`config.mk`:
```
export PLATFORM = sky130hd
export DESIGN_NAME = double_step_line_rasterizer
export DESIGN_NICKNAME = d
export VERILOG_FILES = /design/src/sv/dsl_pkg.sv /design/src/sv/dsl_setup.sv /design/src/sv/dsl_step.sv /design/src/sv/double_step_line_rasterizer.sv
export SDC_FILE = /design/constraint.sdc
export NUM_CORES = 1
export LEC_CHECK = 0
export ABC_AREA = 0
export CORE_ASPECT_RATIO = 1.1
export CORE_MARGIN = 10
export CORE_UTILIZATION = 55
export DETAILED_ROUTE_END_ITERATION = 8
export DONT_BUFFER_PORTS = 1
export PLACE_DENSITY = 0.69
export REMOVE_ABC_BUFFERS = 1
export SLEW_MARGIN = 30
export SYNTH_ARGS = -nofsm -noshare
export SYNTH_HDL_FRONTEND = slang
export SYNTH_SLANG_ARGS = --single-unit
```
`constraint.sdc`:
```
create_clock -name i_clk -period 22.2 [get_ports i_clk]
set_input_delay 5.55 -clock i_clk [delete_from_list [all_inputs] [get_ports i_clk]]
set_output_delay 5.55 -clock i_clk [all_outputs]
set_load 0.02 [all_outputs]
```
`src/sv/dsl_pkg.sv`:
```
// Shared types and helpers for the double-step line rasteriser.
// No dependencies; imported by every module of the block.
package dsl_pkg;

    localparam int MAX_CW = 16;

    // Item kinds carried on the input tuser
    localparam logic KIND_NEW_LINE = 1'b0;
    localparam logic KIND_STEP     = 1'b1;

    // Line control flags kept between requests
    typedef struct packed {
        logic line_active;
        logic major_is_y;
        logic steep_case;
        logic dir_x_neg;
        logic dir_y_neg;
    } t_flags;

    // Move a coordinate by k pixels, backwards when neg is set (modular)
    function automatic logic [MAX_CW-1:0] coord_off(input logic [MAX_CW-1:0] c,
                                                    input logic [1:0] k,
                                                    input logic neg);
        logic [MAX_CW-1:0] kk;
        kk = {{(MAX_CW-2){1'b0}}, k};
        return neg ? c - kk : c + kk;
    endfunction

endpackage

```
`src/sv/dsl_setup.sv`:
```
// New-line set-up: deltas, axis choice, decision terms and group counts.
// Depends on dsl_pkg.
module dsl_setup import dsl_pkg::*; #(
    parameter int CW = 12,
    parameter int DW = CW + 6
) (
    input  logic [CW-1:0]        i_sx,
    input  logic [CW-1:0]        i_sy,
    input  logic [CW-1:0]        i_ex,
    input  logic [CW-1:0]        i_ey,
    output t_flags               o_flags,
    output logic signed [DW-1:0] o_dec,
    output logic signed [DW-1:0] o_c,
    output logic signed [DW-1:0] o_inc1,
    output logic signed [DW-1:0] o_inc2,
    output logic [CW-3:0]        o_groups,
    output logic [1:0]           o_tail,
    output logic [2:0]           o_count,
    output logic                 o_done
);
    logic signed [CW:0]   dx, dy;
    logic [CW-1:0]        adx, ady, dmaj, dmin, dm1;
    logic                 myy, active;
    logic signed [DW-1:0] smaj, smin, inc2, c;

    // Absolute deltas and major axis (ties go to y)
    always_comb begin
        dx    = $signed({1'b0, i_ex}) - $signed({1'b0, i_sx});
        dy    = $signed({1'b0, i_ey}) - $signed({1'b0, i_sy});
        adx   = dx[CW] ? CW'(-dx) : dx[CW-1:0];
        ady   = dy[CW] ? CW'(-dy) : dy[CW-1:0];
        myy   = !(adx > ady);
        dmaj  = myy ? ady : adx;
        dmin  = myy ? adx : ady;
        dm1   = dmaj - CW'(1);
        smaj  = $signed(DW'(dmaj));
        smin  = $signed(DW'(dmin));
        inc2  = (smin <<< 2) - (smaj <<< 1);
        c     = (inc2 >= 0) ? ((smin - smaj) <<< 1) : (smin <<< 1);
        active = dmaj > CW'(1);

        o_flags.line_active = active;
        o_flags.major_is_y  = myy;
        o_flags.steep_case  = inc2 >= 0;
        o_flags.dir_x_neg   = dx[CW];
        o_flags.dir_y_neg   = dy[CW];
        o_c      = c;
        o_inc1   = c <<< 1;
        o_inc2   = inc2;
        o_dec    = (inc2 >= 0) ? (c <<< 1) + smaj : (c <<< 1) - smaj;
        o_groups = (dmaj != '0) ? dm1[CW-1:2] : '0;
        o_tail   = (dmaj != '0) ? dm1[1:0] : 2'd0;
        o_count  = (dmaj == '0 && dmin == '0) ? 3'd1 : 3'd2;
        o_done   = !active;
    end
endmodule

```
`src/sv/dsl_step.sv`:
```
// One double-step iteration from both ends, including the closing tail group.
// Depends on dsl_pkg.
module dsl_step import dsl_pkg::*; #(
    parameter int CW = 12,
    parameter int DW = CW + 6
) (
    input  t_flags               i_flags,
    input  logic [CW-1:0]        i_near_x,
    input  logic [CW-1:0]        i_near_y,
    input  logic [CW-1:0]        i_far_x,
    input  logic [CW-1:0]        i_far_y,
    input  logic signed [DW-1:0] i_dec,
    input  logic signed [DW-1:0] i_c,
    input  logic signed [DW-1:0] i_inc1,
    input  logic signed [DW-1:0] i_inc2,
    input  logic [CW-3:0]        i_groups,
    input  logic [1:0]           i_tail,
    output t_flags               o_flags,
    output logic [CW-1:0]        o_near_x,
    output logic [CW-1:0]        o_near_y,
    output logic [CW-1:0]        o_far_x,
    output logic [CW-1:0]        o_far_y,
    output logic signed [DW-1:0] o_dec,
    output logic [CW-3:0]        o_groups,
    output logic [1:0]           o_tail,
    output logic [CW-1:0]        o_px [4],
    output logic [CW-1:0]        o_py [4],
    output logic [2:0]           o_count,
    output logic                 o_done
);
    logic [CW-1:0] a_mj, a_mn, b_mj, b_mn;
    logic [CW-1:0] q_mj [4];
    logic [CW-1:0] q_mn [4];
    logic          s_mj, s_mn, myy, steep;
    logic          c_a, c_b, c_lt, c_gt;
    logic [1:0]    k1, k2;
    logic          m1, m2, m3;

    always_comb begin
        myy  = i_flags.major_is_y;
        steep = i_flags.steep_case;
        a_mj = myy ? i_near_y : i_near_x;
        a_mn = myy ? i_near_x : i_near_y;
        b_mj = myy ? i_far_y : i_far_x;
        b_mn = myy ? i_far_x : i_far_y;
        s_mj = myy ? i_flags.dir_y_neg : i_flags.dir_x_neg;
        s_mn = myy ? i_flags.dir_x_neg : i_flags.dir_y_neg;
        c_a  = !steep && i_dec < 0;
        c_b  = steep && i_dec > 0;
        c_lt = i_dec < i_c;
        c_gt = i_dec > i_c;

        // Minor-axis offsets of the two pixels on each side
        if (c_a) begin
            k1 = 2'd0; k2 = 2'd0; m1 = 1'b0; m2 = 1'b0; m3 = 1'b0;
        end else if (c_b) begin
            k1 = 2'd1; k2 = 2'd2; m1 = 1'b1; m2 = 1'b1; m3 = 1'b1;
        end else if (c_lt) begin
            k1 = 2'd0; k2 = 2'd1; m1 = 1'b0; m2 = 1'b1; m3 = 1'b0;
        end else begin
            k1 = 2'd1; k2 = 2'd1; m1 = 1'b1; m2 = 1'b0; m3 = steep ? c_gt : 1'b1;
        end
        if (i_groups == '0) begin
            k1 = {1'b0, m1};
            k2 = {1'b0, m1} + {1'b0, m2};
            q_mn[2] = CW'(coord_off(MAX_CW'(b_mn), {1'b0, m3}, !s_mn));
        end else begin
            q_mn[2] = CW'(coord_off(MAX_CW'(b_mn), k1, !s_mn));
        end
        q_mj[0] = CW'(coord_off(MAX_CW'(a_mj), 2'd1, s_mj));
        q_mj[1] = CW'(coord_off(MAX_CW'(a_mj), 2'd2, s_mj));
        q_mj[2] = CW'(coord_off(MAX_CW'(b_mj), 2'd1, !s_mj));
        q_mj[3] = CW'(coord_off(MAX_CW'(b_mj), 2'd2, !s_mj));
        q_mn[0] = CW'(coord_off(MAX_CW'(a_mn), k1, s_mn));
        q_mn[1] = CW'(coord_off(MAX_CW'(a_mn), k2, s_mn));
        q_mn[3] = CW'(coord_off(MAX_CW'(b_mn), k2, !s_mn));

        // Defaults: hold everything, emit nothing
        o_flags  = i_flags;
        o_near_x = i_near_x;
        o_near_y = i_near_y;
        o_far_x  = i_far_x;
        o_far_y  = i_far_y;
        o_dec    = i_dec;
        o_groups = i_groups;
        o_tail   = i_tail;
        o_count  = 3'd0;
        o_done   = 1'b0;
        for (int i = 0; i < 4; i++) begin
            o_px[i] = '0;
            o_py[i] = '0;
        end

        if (i_flags.line_active) begin
            if (i_groups != '0) begin
                o_count  = 3'd4;
                o_dec    = i_dec + ((c_a || c_b) ? i_inc1 : i_inc2);
                o_groups = i_groups - (CW-2)'(1);
                if (i_groups == (CW-2)'(1) && i_tail == 2'd0) begin
                    o_flags.line_active = 1'b0;
                    o_done = 1'b1;
                end
                for (int i = 0; i < 4; i++) begin
                    o_px[i] = myy ? q_mn[i] : q_mj[i];
                    o_py[i] = myy ? q_mj[i] : q_mn[i];
                end
                o_near_x = o_px[1];
                o_near_y = o_py[1];
                o_far_x  = o_px[3];
                o_far_y  = o_py[3];
            end else begin
                o_count = {1'b0, i_tail};
                o_tail  = 2'd0;
                o_flags.line_active = 1'b0;
                o_done  = 1'b1;
                for (int i = 0; i < 3; i++) begin
                    if (2'(i) < i_tail) begin
                        o_px[i] = myy ? q_mn[i] : q_mj[i];
                        o_py[i] = myy ? q_mj[i] : q_mn[i];
                    end
                end
                o_near_x = (i_tail > 2'd1) ? o_px[1] : o_px[0];
                o_near_y = (i_tail > 2'd1) ? o_py[1] : o_py[0];
                if (i_tail > 2'd2) begin
                    o_far_x = o_px[2];
                    o_far_y = o_py[2];
                end
            end
        end
    end
endmodule

```
`src/sv/double_step_line_rasterizer.sv`:
```
// Double-step line rasteriser: input register, one set-up or step pass, result register.
// Depends on dsl_pkg, dsl_setup and dsl_step.
//
// A new-line request (tuser 0) loads the end points and colour and returns them
// as a group of two pixels (one for a zero-length line). Each step request
// (tuser 1) returns the next group of four pixels, two from each end; the last
// group carries the one to three tail pixels (four if no tail) and raises tlast.
// A step with no line in progress returns an empty group. One request is taken per
// cycle unless the output stalls; it passes the input register, then the result
// register; line state updates in the same pass, so requests may follow back to back.
module double_step_line_rasterizer import dsl_pkg::*; #(
    parameter int COORD_BITS = 12
) (
    input  logic                 i_clk,
    input  logic                 i_rst_n,
    input  logic                 i_s_tvalid,
    output logic                 o_s_tready,
    // start_x, start_y, end_x, end_y, color (from bit 0 up), zero padded
    input  logic [((4*COORD_BITS+24+7)/8)*8-1:0] i_s_tdata,
    // kind
    input  logic                 i_s_tuser,
    output logic                 o_m_tvalid,
    input  logic                 i_m_tready,
    // pixel0_x, pixel0_y .. pixel3_x, pixel3_y, pixel_count, pixel_color, zero padded
    output logic [((8*COORD_BITS+27+7)/8)*8-1:0] o_m_tdata,
    // line_done
    output logic                 o_m_tlast
);
    localparam int CW  = COORD_BITS;
    localparam int DW  = CW + 6;
    localparam int OW  = ((8*CW+27+7)/8)*8;

    logic          r_in_valid, r_kind, advance;
    logic [CW-1:0] r_sx, r_sy, r_ex, r_ey;
    logic [23:0]   r_in_color;

    t_flags               r_flags, su_flags, st_flags;
    logic [CW-1:0]        r_near_x, r_near_y, r_far_x, r_far_y;
    logic signed [DW-1:0] r_dec, r_c, r_inc1, r_inc2;
    logic [CW-3:0]        r_groups;
    logic [1:0]           r_tail;
    logic [23:0]          r_color;

    logic signed [DW-1:0] su_dec, su_c, su_inc1, su_inc2, st_dec;
    logic [CW-3:0]        su_groups, st_groups;
    logic [1:0]           su_tail, st_tail;
    logic [2:0]           su_count, st_count;
    logic                 su_done, st_done;
    logic [CW-1:0]        st_near_x, st_near_y, st_far_x, st_far_y;
    logic [CW-1:0]        st_px [4];
    logic [CW-1:0]        st_py [4];

    logic                 r_out_valid, r_out_last;
    logic [OW-1:0]        r_out_data, n_out_data;

    assign advance    = r_in_valid && (!r_out_valid || i_m_tready);
    assign o_s_tready = !r_in_valid || advance;
    assign o_m_tvalid = r_out_valid;
    assign o_m_tdata  = r_out_data;
    assign o_m_tlast  = r_out_last;

    dsl_setup #(.CW(CW), .DW(DW)) u_setup (
        .i_sx(r_sx), .i_sy(r_sy), .i_ex(r_ex), .i_ey(r_ey),
        .o_flags(su_flags), .o_dec(su_dec), .o_c(su_c), .o_inc1(su_inc1),
        .o_inc2(su_inc2), .o_groups(su_groups), .o_tail(su_tail),
        .o_count(su_count), .o_done(su_done)
    );

    dsl_step #(.CW(CW), .DW(DW)) u_step (
        .i_flags(r_flags), .i_near_x(r_near_x), .i_near_y(r_near_y),
        .i_far_x(r_far_x), .i_far_y(r_far_y), .i_dec(r_dec), .i_c(r_c),
        .i_inc1(r_inc1), .i_inc2(r_inc2), .i_groups(r_groups), .i_tail(r_tail),
        .o_flags(st_flags), .o_near_x(st_near_x), .o_near_y(st_near_y),
        .o_far_x(st_far_x), .o_far_y(st_far_y), .o_dec(st_dec),
        .o_groups(st_groups), .o_tail(st_tail), .o_px(st_px), .o_py(st_py),
        .o_count(st_count), .o_done(st_done)
    );

    // Pack the result word
    always_comb begin
        n_out_data = '0;
        if (r_kind == KIND_NEW_LINE) begin
            n_out_data[CW-1:0]    = r_sx;
            n_out_data[2*CW-1:CW] = r_sy;
            if (su_count == 3'd2) begin
                n_out_data[3*CW-1:2*CW] = r_ex;
                n_out_data[4*CW-1:3*CW] = r_ey;
            end
            n_out_data[8*CW+2:8*CW]   = su_count;
            n_out_data[8*CW+26:8*CW+3] = r_in_color;
        end else begin
            for (int i = 0; i < 4; i++) begin
                n_out_data[(2*i)*CW +: CW]   = st_px[i];
                n_out_data[(2*i+1)*CW +: CW] = st_py[i];
            end
            n_out_data[8*CW+2:8*CW]   = st_count;
            n_out_data[8*CW+26:8*CW+3] = r_color;
        end
    end

    // Input register
    always_ff @(posedge i_clk) begin
        if (!i_rst_n) begin
            r_in_valid <= 1'b0;
        end else if (o_s_tready) begin
            r_in_valid <= i_s_tvalid;
        end
        if (o_s_tready && i_s_tvalid) begin
            r_kind     <= i_s_tuser;
            r_sx       <= i_s_tdata[CW-1:0];
            r_sy       <= i_s_tdata[2*CW-1:CW];
            r_ex       <= i_s_tdata[3*CW-1:2*CW];
            r_ey       <= i_s_tdata[4*CW-1:3*CW];
            r_in_color <= i_s_tdata[4*CW+23:4*CW];
        end
    end

    // Line state and result register
    always_ff @(posedge i_clk) begin
        if (!i_rst_n) begin
            r_out_valid <= 1'b0;
            r_flags     <= '0;
            r_near_x    <= '0;
            r_near_y    <= '0;
            r_far_x     <= '0;
            r_far_y     <= '0;
            r_dec       <= '0;
            r_c         <= '0;
            r_inc1      <= '0;
            r_inc2      <= '0;
            r_groups    <= '0;
            r_tail      <= '0;
            r_color     <= '0;
        end else if (advance) begin
            r_out_valid <= 1'b1;
            r_out_data  <= n_out_data;
            if (r_kind == KIND_NEW_LINE) begin
                r_out_last <= su_done;
                r_flags    <= su_flags;
                r_near_x   <= r_sx;
                r_near_y   <= r_sy;
                r_far_x    <= r_ex;
                r_far_y    <= r_ey;
                r_dec      <= su_dec;
                r_c        <= su_c;
                r_inc1     <= su_inc1;
                r_inc2     <= su_inc2;
                r_groups   <= su_groups;
                r_tail     <= su_tail;
                r_color    <= r_in_color;
            end else begin
                r_out_last <= st_done;
                r_flags    <= st_flags;
                r_near_x   <= st_near_x;
                r_near_y   <= st_near_y;
                r_far_x    <= st_far_x;
                r_far_y    <= st_far_y;
                r_dec      <= st_dec;
                r_groups   <= st_groups;
                r_tail     <= st_tail;
            end
        end else if (i_m_tready) begin
            r_out_valid <= 1'b0;
        end
    end

    // Groups remain only while a line is in progress
    a_groups_active: assert property (@(posedge i_clk) disable iff (!i_rst_n)
        (r_groups != '0) |-> r_flags.line_active)
        else $error("groups left with no active line");

    // A step with no line in progress gives an empty, unfinished group
    a_idle_step: assert property (@(posedge i_clk) disable iff (!i_rst_n)
        (advance && r_kind == KIND_STEP && !r_flags.line_active)
        |=> (o_m_tdata[8*CW+2:8*CW] == 3'd0 && !o_m_tlast))
        else $error("idle step produced pixels");

    // A zero-length line finishes at once with a single pixel
    a_zero_line: assert property (@(posedge i_clk) disable iff (!i_rst_n)
        (advance && r_kind == KIND_NEW_LINE && r_sx == r_ex && r_sy == r_ey)
        |=> (o_m_tlast && o_m_tdata[8*CW+2:8*CW] == 3'd1))
        else $error("zero-length line not closed with one pixel");
endmodule
```
==> PnR_summary.wiki, run 1 <==
{| class="wikitable"
! Metric !! Value
|-
| Number of enable-type register cells in the synthesized netlist || 197
|-
| Hold-fix buffers at CTS || 0
|-
| Leak || 10.3 nW
|-
| Number of rows in the core area || 80
|-
| Clock sink count || 333
|-
| Async set-reset flop share out of synthesis || 0%
|-
| Global-route wire length before repair || 117000 µm
|-
| Endpoints failing setup || 0
|-
| Number of fill cells || 3728
|-
| Worst setup EP type || output port
|-
| Combined area of all synthesized cells || 24000 µm²
|-
| Relative slew slack || 30.5%
|-
| Height of the die || 239 µm
|-
| Number of pins with negative max-slew slack in the final report || 0
|-
| Result of the run || finished clean
|-
| Post-Syn Area per Cell || 9.04 µm²
|-
| Worst path cell trace || nor2b_1, nand2_1
|-
| Gr ovfl total || 0
|-
| Worst-path maximum fanout || 5
|-
| Period Utilization, post-route || 52.1%
|-
| Buffers on Ports || 0
|-
| Number of clock buffers inserted by TritonCTS || 38
|-
| Worst vdd ir || 124 µV
|-
| Max Clock Freq || 0.0864 GHz
|-
| Area enclosed by the die boundary || 52300 µm²
|-
| Area leader, netlist || sky130_fd_sc_hd__edfxtp_1
|-
| Growth of design area from synthesis to finish || 7.36%
|-
| Ports placed on the boundary || 208
|-
| Die Width || 219 µm
|-
| Standard cell area after detailed placement || 24400 µm²
|-
| Final weighted congestion in routability-driven placement || 0.997
|-
| Cell variety after synth || 103
|-
| First-pass detailed-route iteration total || 7
|-
| CTS tree || yes
|-
| 1st-iter DRT viols || 2053
|-
| Hpwl dp || 55500 µm
|-
| Standard cell with the maximum stage delay on the critical path || sky130_fd_sc_hd__nand2_1
|-
| List of most frequent post-synthesis cells || sky130_fd_sc_hd__nand2_1 (252), sky130_fd_sc_hd__nor2_1 (236), sky130_fd_sc_hd__a21oi_1 (231), sky130_fd_sc_hd__edfxtp_1 (197), sky130_fd_sc_hd__ha_1 (168)
|-
| Post-detailed-routing wire length || 77200 µm
|-
| Root Buffer || sky130_fd_sc_hd__clkbuf_16
|-
| Largest delay share family, worst path || simple AND/OR/NAND/NOR gates
|-
| Total power per unit cell area || 150 nW/µm²
|-
| Crit path buf inv count || 0
|-
| Fraction of final layout cells sized beyond drive strength 1 || 9.12%
|-
| #FFs+latches synth || 333
|-
| Setup repair after global routing missed its margin || false
|-
| Post-cts repair resize count || 0
|-
| Path class of the lowest-slack min-delay path || reg2reg
|-
| Worst-case hold slack || 452 ps
|-
| Number of setup buffers added after CTS || 0
|-
| Layout Nets || 2847
|-
| # Max-Cap Violations || 0
|-
| Arrival @ worst endpoint || 6020 ps
|-
| Crit path time final || 11570 ps
|-
| Transition time at the pin with the least slew margin || 1040 ps
|-
| Post-route cell area || 25700 µm²
|-
| Clock latency of the later-clocked register in the worst-skew pair || 590 ps
|-
| Top_reg_cell synth || sky130_fd_sc_hd__edfxtp_1
|-
| Cell with the most instances after synthesis || sky130_fd_sc_hd__nand2_1
|-
| Seq/Total Area, Yosys || 36.0%
|-
| Number of global-route vias before repair || 19661
|-
| Post-route antenna net violation count || 0
|-
| Delay of the slowest cell on the worst path || 240 ps
|-
| All-Layer GR Usage || 28.6%
|-
| Critical Path Source Type || input port
|-
| Instance count of the mapped netlist || 2651
|-
| Detailed-route DRC error count || 0
|-
| Category of the critical setup timing path || in2out
|-
| Detailed-route via count || 20525
|-
| Core box area || 43200 µm²
|-
| H-Tree Level Count || 2
|-
| Warnings, synthesis || 0
|-
| Clock Path Buffers || 3
|-
| Clock transition at the registers of the reported paths || 60 ps
|-
| Pin count of the biggest net entering global routing || 79
|-
| Worst endpoint required time || 16650 ps
|-
| Clock Skews || 37.3 ps
|-
| Initial standard-cell utilization of the core || 55.4%
|-
| Routed via count divided by cell count || 6.42
|-
| Area contributors post-synth || sky130_fd_sc_hd__edfxtp_1 (25%), sky130_fd_sc_hd__dfxtp_1 (11%), sky130_fd_sc_hd__ha_1 (8.8%)
|-
| Number of antenna violations at the first check in global routing || 8
|-
| Hold violation total from the final report || 0
|-
| Mean routed wirelength per cell || 24.1 µm
|-
| TNS Setup || 0 ps
|-
| Portion of synthesized cell area occupied by the leading cell type || 24.7%
|}
-- sequential cells by signal (all words and copies together), names as in the netlist, 2 cells and up --
signal      count
r_color        24
r_tail          2
r_sx           12
o_m_tdata     123
r_ey           12
r_groups       10
r_c            13
r_in_color     24
r_far_x        12
r_sy           12
r_dec          18
r_near_y       12
r_far_y        12
r_ex           12
r_inc2         14
r_flags         5
r_near_x       12
-- cell families after synthesis --
| family | count (synthesis) | share of synthesized area (%) |
|---|---|---|
| compound gates | 766 | 21.1 |
| xor+xnor | 162 | 6.06 |
| flops | 333 | 36.0 |
| other cells | 1 | 0.0156 |
| fa+ha+maj | 181 | 9.81 |
| mux | 182 | 8.11 |
| simple gates | 736 | 14.0 |
| buf+inv | 290 | 4.81 |
-- worst register-to-register path: cells and delay by family (launching register included) --
kind / cells / cell delay (ps)
AO/OA/AOI/OAI: 21 / 4410
XOR/XNOR: 1 / 520
adder cells (fa/ha/maj): 5 / 1550
buffers and inverters: 5 / 840
flip-flops: 1 / 520
multiplexers: 2 / 950
AND/OR/NAND/NOR: 10 / 1700
-- stage by stage --
stage,worst slack [ps],utilization (%),power (mW),cells
finish,10630,59.5,3.86,3197
global route,10550,59.5,4.12,3197
CTS,10630,59.5,3.82,3194
detailed placement,10630,56.5,3.16,3124
global placement,10640,56.5,3.12,3124
floorplan,10320,-,2.56,2516
-- final timing paths --
path / from / to / slack (ps) / depth (start not counted)
worst min-delay path: r_color[8] / r_color[8] / 450 / 2
worst max-delay path: i_m_tready / o_s_tready / 10630 / 2
worst max register to register: r_ey[0] / r_dec[17] / 11610 / 44
worst min register to register: r_color[8] / r_color[8] / 450 / 2
-- metal layers --
metal  up-vias  part of all wire [%]  wire [µm]  global-route usage [%]
li1       9532                     -          -                       -
met1      9952                    39      30200                    34.5
met2       839                    49      38000                    49.1
met3       198                   6.7       5160                    4.13
met4         4                   4.9       3740                    13.4
met5         -                 0.026         20                       0
-- placed cells by master, fill, tap and decap left out, types with 37 or more instances in the layout --
cell	instances
sky130_fd_sc_hd__xnor2_1	110
sky130_fd_sc_hd__xor2_1	50
sky130_fd_sc_hd__nor3_1	56
sky130_fd_sc_hd__mux2_2	84
sky130_fd_sc_hd__a21o_1	60
sky130_fd_sc_hd__o21ai_0	124
sky130_fd_sc_hd__inv_1	147
sky130_fd_sc_hd__clkbuf_16	38
sky130_fd_sc_hd__nand2_1	250
sky130_fd_sc_hd__dfxtp_1	135
sky130_fd_sc_hd__edfxtp_1	197
sky130_fd_sc_hd__mux2i_1	92
sky130_fd_sc_hd__nand3_1	37
sky130_fd_sc_hd__o21bai_1	38
sky130_fd_sc_hd__nor2_1	233
sky130_fd_sc_hd__ha_1	168
sky130_fd_sc_hd__a21oi_1	229
sky130_fd_sc_hd__o211ai_1	46
-- layout make-up --
class | count | area [µm²] | share of cell area, %
Antenna cell | 3 | 7.51 | 0.0292
Clock buffer | 53 | 1040 | 4.03
Clock inverter | 17 | 224 | 0.870
Inverter | 151 | 568 | 2.21
Multi-Input combinational cell | 2032 | 14300 | 55.5
Sequential cell | 333 | 8640 | 33.6
Tap cell | 574 | 718 | 2.79
Timing Repair Buffer | 34 | 263 | 1.02
-- where the power goes --
group	leakage (nW)	internal (mW)	switching (mW)
Clock	0.604	0.367	0.274
Sequential	2.94	0.700	0.0455
Combinational	6.73	0.949	1.52
(Power assumes the default switching activity.)
==> inputs of run 2 (changes only) <==
Clock period 22.2 ns to 11.2 ns, I/O delays scaled along.
==> run 2 against run 1 <==
  * Register-to-register slack got worse by 11000 ps
  * First-iteration DRC count rose by 3.6%
  * Sequential share of layout area hardly changed
  * Die area is the same
  * Via count grew 0.15%
  * Flip-flop and latch count did not move
  * Worst setup slack got worse by 9800 ps
  * Sequential power increased by 98%
  * Count of clock-buffer cells in the layout decreased by 4
  * Largest cell class unchanged
  * Highest routed layer unchanged
==> PnR_summary.wiki, run 2 (synthesized netlist as in run 1, its figures left out) <==
{| class="wikitable"
! Metric !! Value
|-
| Pin count of the biggest net entering global routing || 72 (was 79)
|-
| Height of the die || 239 µm (unchanged)
|-
| Standard cell with the maximum stage delay on the critical path || sky130_fd_sc_hd__a21oi_2 (was sky130_fd_sc_hd__nand2_1)
|-
| H-Tree Level Count || 2 (unchanged)
|-
| Critical path depth || 40 (was 2)
|-
| All-Layer GR Usage || 29.7% (was 28.6%)
|-
| 1st-iter DRT viols || 2126 (was 2053)
|-
| Post-detailed-routing wire length || 80500 µm (was 77200 µm)
|-
| Worst setup EP type || register (was output port)
|-
| Register area || 8640 µm² (unchanged)
|-
| Highest-count cells in the layout ignoring fill and taps || sky130_fd_sc_hd__nand2_1 (250), sky130_fd_sc_hd__nor2_1 (234), sky130_fd_sc_hd__a21oi_1 (228), sky130_fd_sc_hd__edfxtp_1 (197), sky130_fd_sc_hd__ha_1 (168) (was sky130_fd_sc_hd__nand2_1 (250), sky130_fd_sc_hd__nor2_1 (233), sky130_fd_sc_hd__a21oi_1 (229), sky130_fd_sc_hd__edfxtp_1 (197), sky130_fd_sc_hd__ha_1 (168))
|-
| Internal power consumption || 4.00 mW (was 2.02 mW)
|-
| CTS tree || yes (unchanged)
|-
| Post-cts repair resize count || 0 (unchanged)
|-
| Mean routed wirelength per cell || 25.1 µm (was 24.1 µm)
|-
| Ports placed on the boundary || 208 (unchanged)
|-
| Dpl ws || 861 ps (was 10630 ps)
|-
| Crit path time final || 10330 ps
|-
| Category of the critical setup timing path || reg2reg (was in2out)
|-
| Transition time at the pin with the least slew margin || 1110 ps (was 1040 ps)
|-
| Clock sink count || 333 (unchanged)
|-
| Worst hold stages || 2 (unchanged)
|-
| # Max-Cap Violations || 0 (unchanged)
|-
| Largest register FFs || 123 (unchanged)
|-
| Final setup slack of the worst path || 867 ps (was 10630 ps)
|-
| Number of setup buffers added after CTS || 0 (unchanged)
|-
| Number of clock buffers inserted by TritonCTS || 38 (unchanged)
|-
| Number of global-route vias before repair || 20201 (was 19661)
|-
| Growth of design area from synthesis to finish || 7.49% (was 7.36%)
|-
| Path class of the lowest-slack min-delay path || reg2reg (unchanged)
|-
| Post-route antenna net violation count || 0 (unchanged)
|-
| Max Clock Freq || 0.0968 GHz
|-
| Result of the run || finished clean (unchanged)
|-
| Endpoints failing setup || 0 (unchanged)
|-
| TNS Setup || 0 ps (unchanged)
|-
| Number of antenna violations at the first check in global routing || 12 (was 8)
|-
| Delay of the slowest cell on the worst path || 620 ps (was 240 ps)
|-
| Area enclosed by the die boundary || 52300 µm² (unchanged)
|-
| Share of total power in the clock network || 16.3% (was 16.6%)
|-
| Worst-case reg-to-reg path depth || 40 (was 44)
|-
| Worst-path maximum fanout || 12 (was 5)
|-
| Gr ovfl total || 0 (unchanged)
|-
| Clock transition at the registers of the reported paths || 60 ps (about the same)
|-
| Routed via count divided by cell count || 6.41 (was 6.42)
|-
| Core box area || 43200 µm² (unchanged)
|-
| Most common cell after layout, fill and taps aside || sky130_fd_sc_hd__nand2_1 (unchanged)
|-
| Clock Skews || 19.7 ps (was 37.3 ps)
|-
| Layout Nets || 2850 (was 2847)
|-
| Number of fill cells || 3798 (was 3728)
|-
| Global-route wire length before repair || 120000 µm (was 117000 µm)
|-
| Clock latency of the later-clocked register in the worst-skew pair || 580 ps (was 590 ps)
|-
| Relative slew slack || 26.1% (was 30.5%)
|-
| Multi-input logic area || 14300 µm² (about the same)
|-
| Switching share of power || 48.3% (was 47.7%)
|-
| Detailed-route DRC error count || 0 (unchanged)
|-
| Arrival @ worst endpoint || 10800 ps (was 6020 ps)
|-
| Critical Path Source Type || register (was input port)
|-
| Root Buffer || sky130_fd_sc_hd__clkbuf_16 (unchanged)
|-
| Setup repair after global routing missed its margin || false (unchanged)
|-
| First-pass detailed-route iteration total || 6 (was 7)
|-
| Worst endpoint required time || 11670 ps (was 16650 ps)
|-
| Net switching power of the design || 3.73 mW (was 1.84 mW)
|-
| Die Width || 219 µm (unchanged)
|-
| Sequential fraction of design power || 19.2% (was 19.3%)
|-
| Number of rows in the core area || 80 (unchanged)
|-
| Hpwl dp || 58900 µm (was 55500 µm)
|-
| Leak || 10.3 nW (about the same)
|-
| Number of pins with negative max-slew slack in the final report || 0 (unchanged)
|-
| Detailed-route via count || 20556 (was 20525)
|-
| Hold violation total from the final report || 0 (unchanged)
|-
| Clock Path Buffers || 3 (unchanged)
|-
| Fraction of final layout cells sized beyond drive strength 1 || 9.34% (was 9.12%)
|-
| Worst vdd ir || 244 µV (was 124 µV)
|-
| Hold-fix buffers at CTS || 0 (unchanged)
|-
| Buffers on Ports || 0 (unchanged)
|-
| Initial standard-cell utilization of the core || 55.4% (unchanged)
|-
| Total power per unit cell area || 300 nW/µm² (was 150 nW/µm²)
|-
| Period Utilization, post-route || 92.3%
|-
| Combinational Power Share || 64.6% (was 64.0%)
|-
| Largest delay share family, worst path || compound AO/OA/AOI/OAI gates (was simple AND/OR/NAND/NOR gates)
|-
| Crit path buf inv count || 3 (was 0)
|-
| Final weighted congestion in routability-driven placement || 0.998 (was 0.997)
|}
==> run 2: final timing paths <==
| kind | start | endpoint | slack (ps) |
|---|---|---|---|
| setup / recovery | r_ex[6] | r_dec[15] | 870 |
| hold / removal | r_color[4] | r_color[4] | 460 |
| setup reg to reg | r_ex[6] | r_dec[15] | 870 |
| hold reg to reg | r_color[4] | r_color[4] | 460 |
==> run 2: power groups by stage <==
stage               clock, mW  combinational (mW)  sequential (mW)
global route             1.32                5.45             1.49
CTS                      1.27                4.93             1.48
global placement            0                4.84             1.50
floorplan                   0                3.59             1.49
finish                   1.26                4.99             1.48
detailed placement          0                4.89             1.51
==> run 2: area by class of cell <==
class	instances	area share, %
multi-input combinational	2032	55.4
sequential	333	33.5
clock buffer	49	3.89
tap	574	2.79
inverter	151	2.20
timing repair buffer	37	1.17
clock inverter	21	0.894
antenna	11	0.107
==> run 2: worst register-to-register path, delay by kind of cell, from the launching register on <==
| kind | cells | cell delay (ps) |
|---|---|---|
| AO/OA/AOI/OAI | 19 | 4080 |
| AND/OR/NAND/NOR | 11 | 2180 |
| multiplexers | 3 | 1550 |
| adder cells (fa/ha/maj) | 4 | 1510 |
| buffers and inverters | 3 | 500 |
| flip-flops | 1 | 430 |
==> run 2: layer usage <==
layer	wire length (µm)	track usage, %	up-vias
met5	13	0	-
met4	5100	18.1	2
met3	5260	4.76	234
met2	39300	50.7	895
met1	30800	34.4	9872
li1	-	-	9553
==> run 2: stage by stage <==
step	cells	hold slack, ps	area, µm²	power (mW)	utilization (%)
after floorplan	2516	429	23400	5.08	-
after global placement	3126	439	24400	6.34	56.5
after detailed placement	3126	449	24500	6.40	56.6
after CTS	3196	458	25700	7.68	59.4
after global routing	3207	478	25800	8.25	59.6
final	3208	457	25800	7.73	59.6
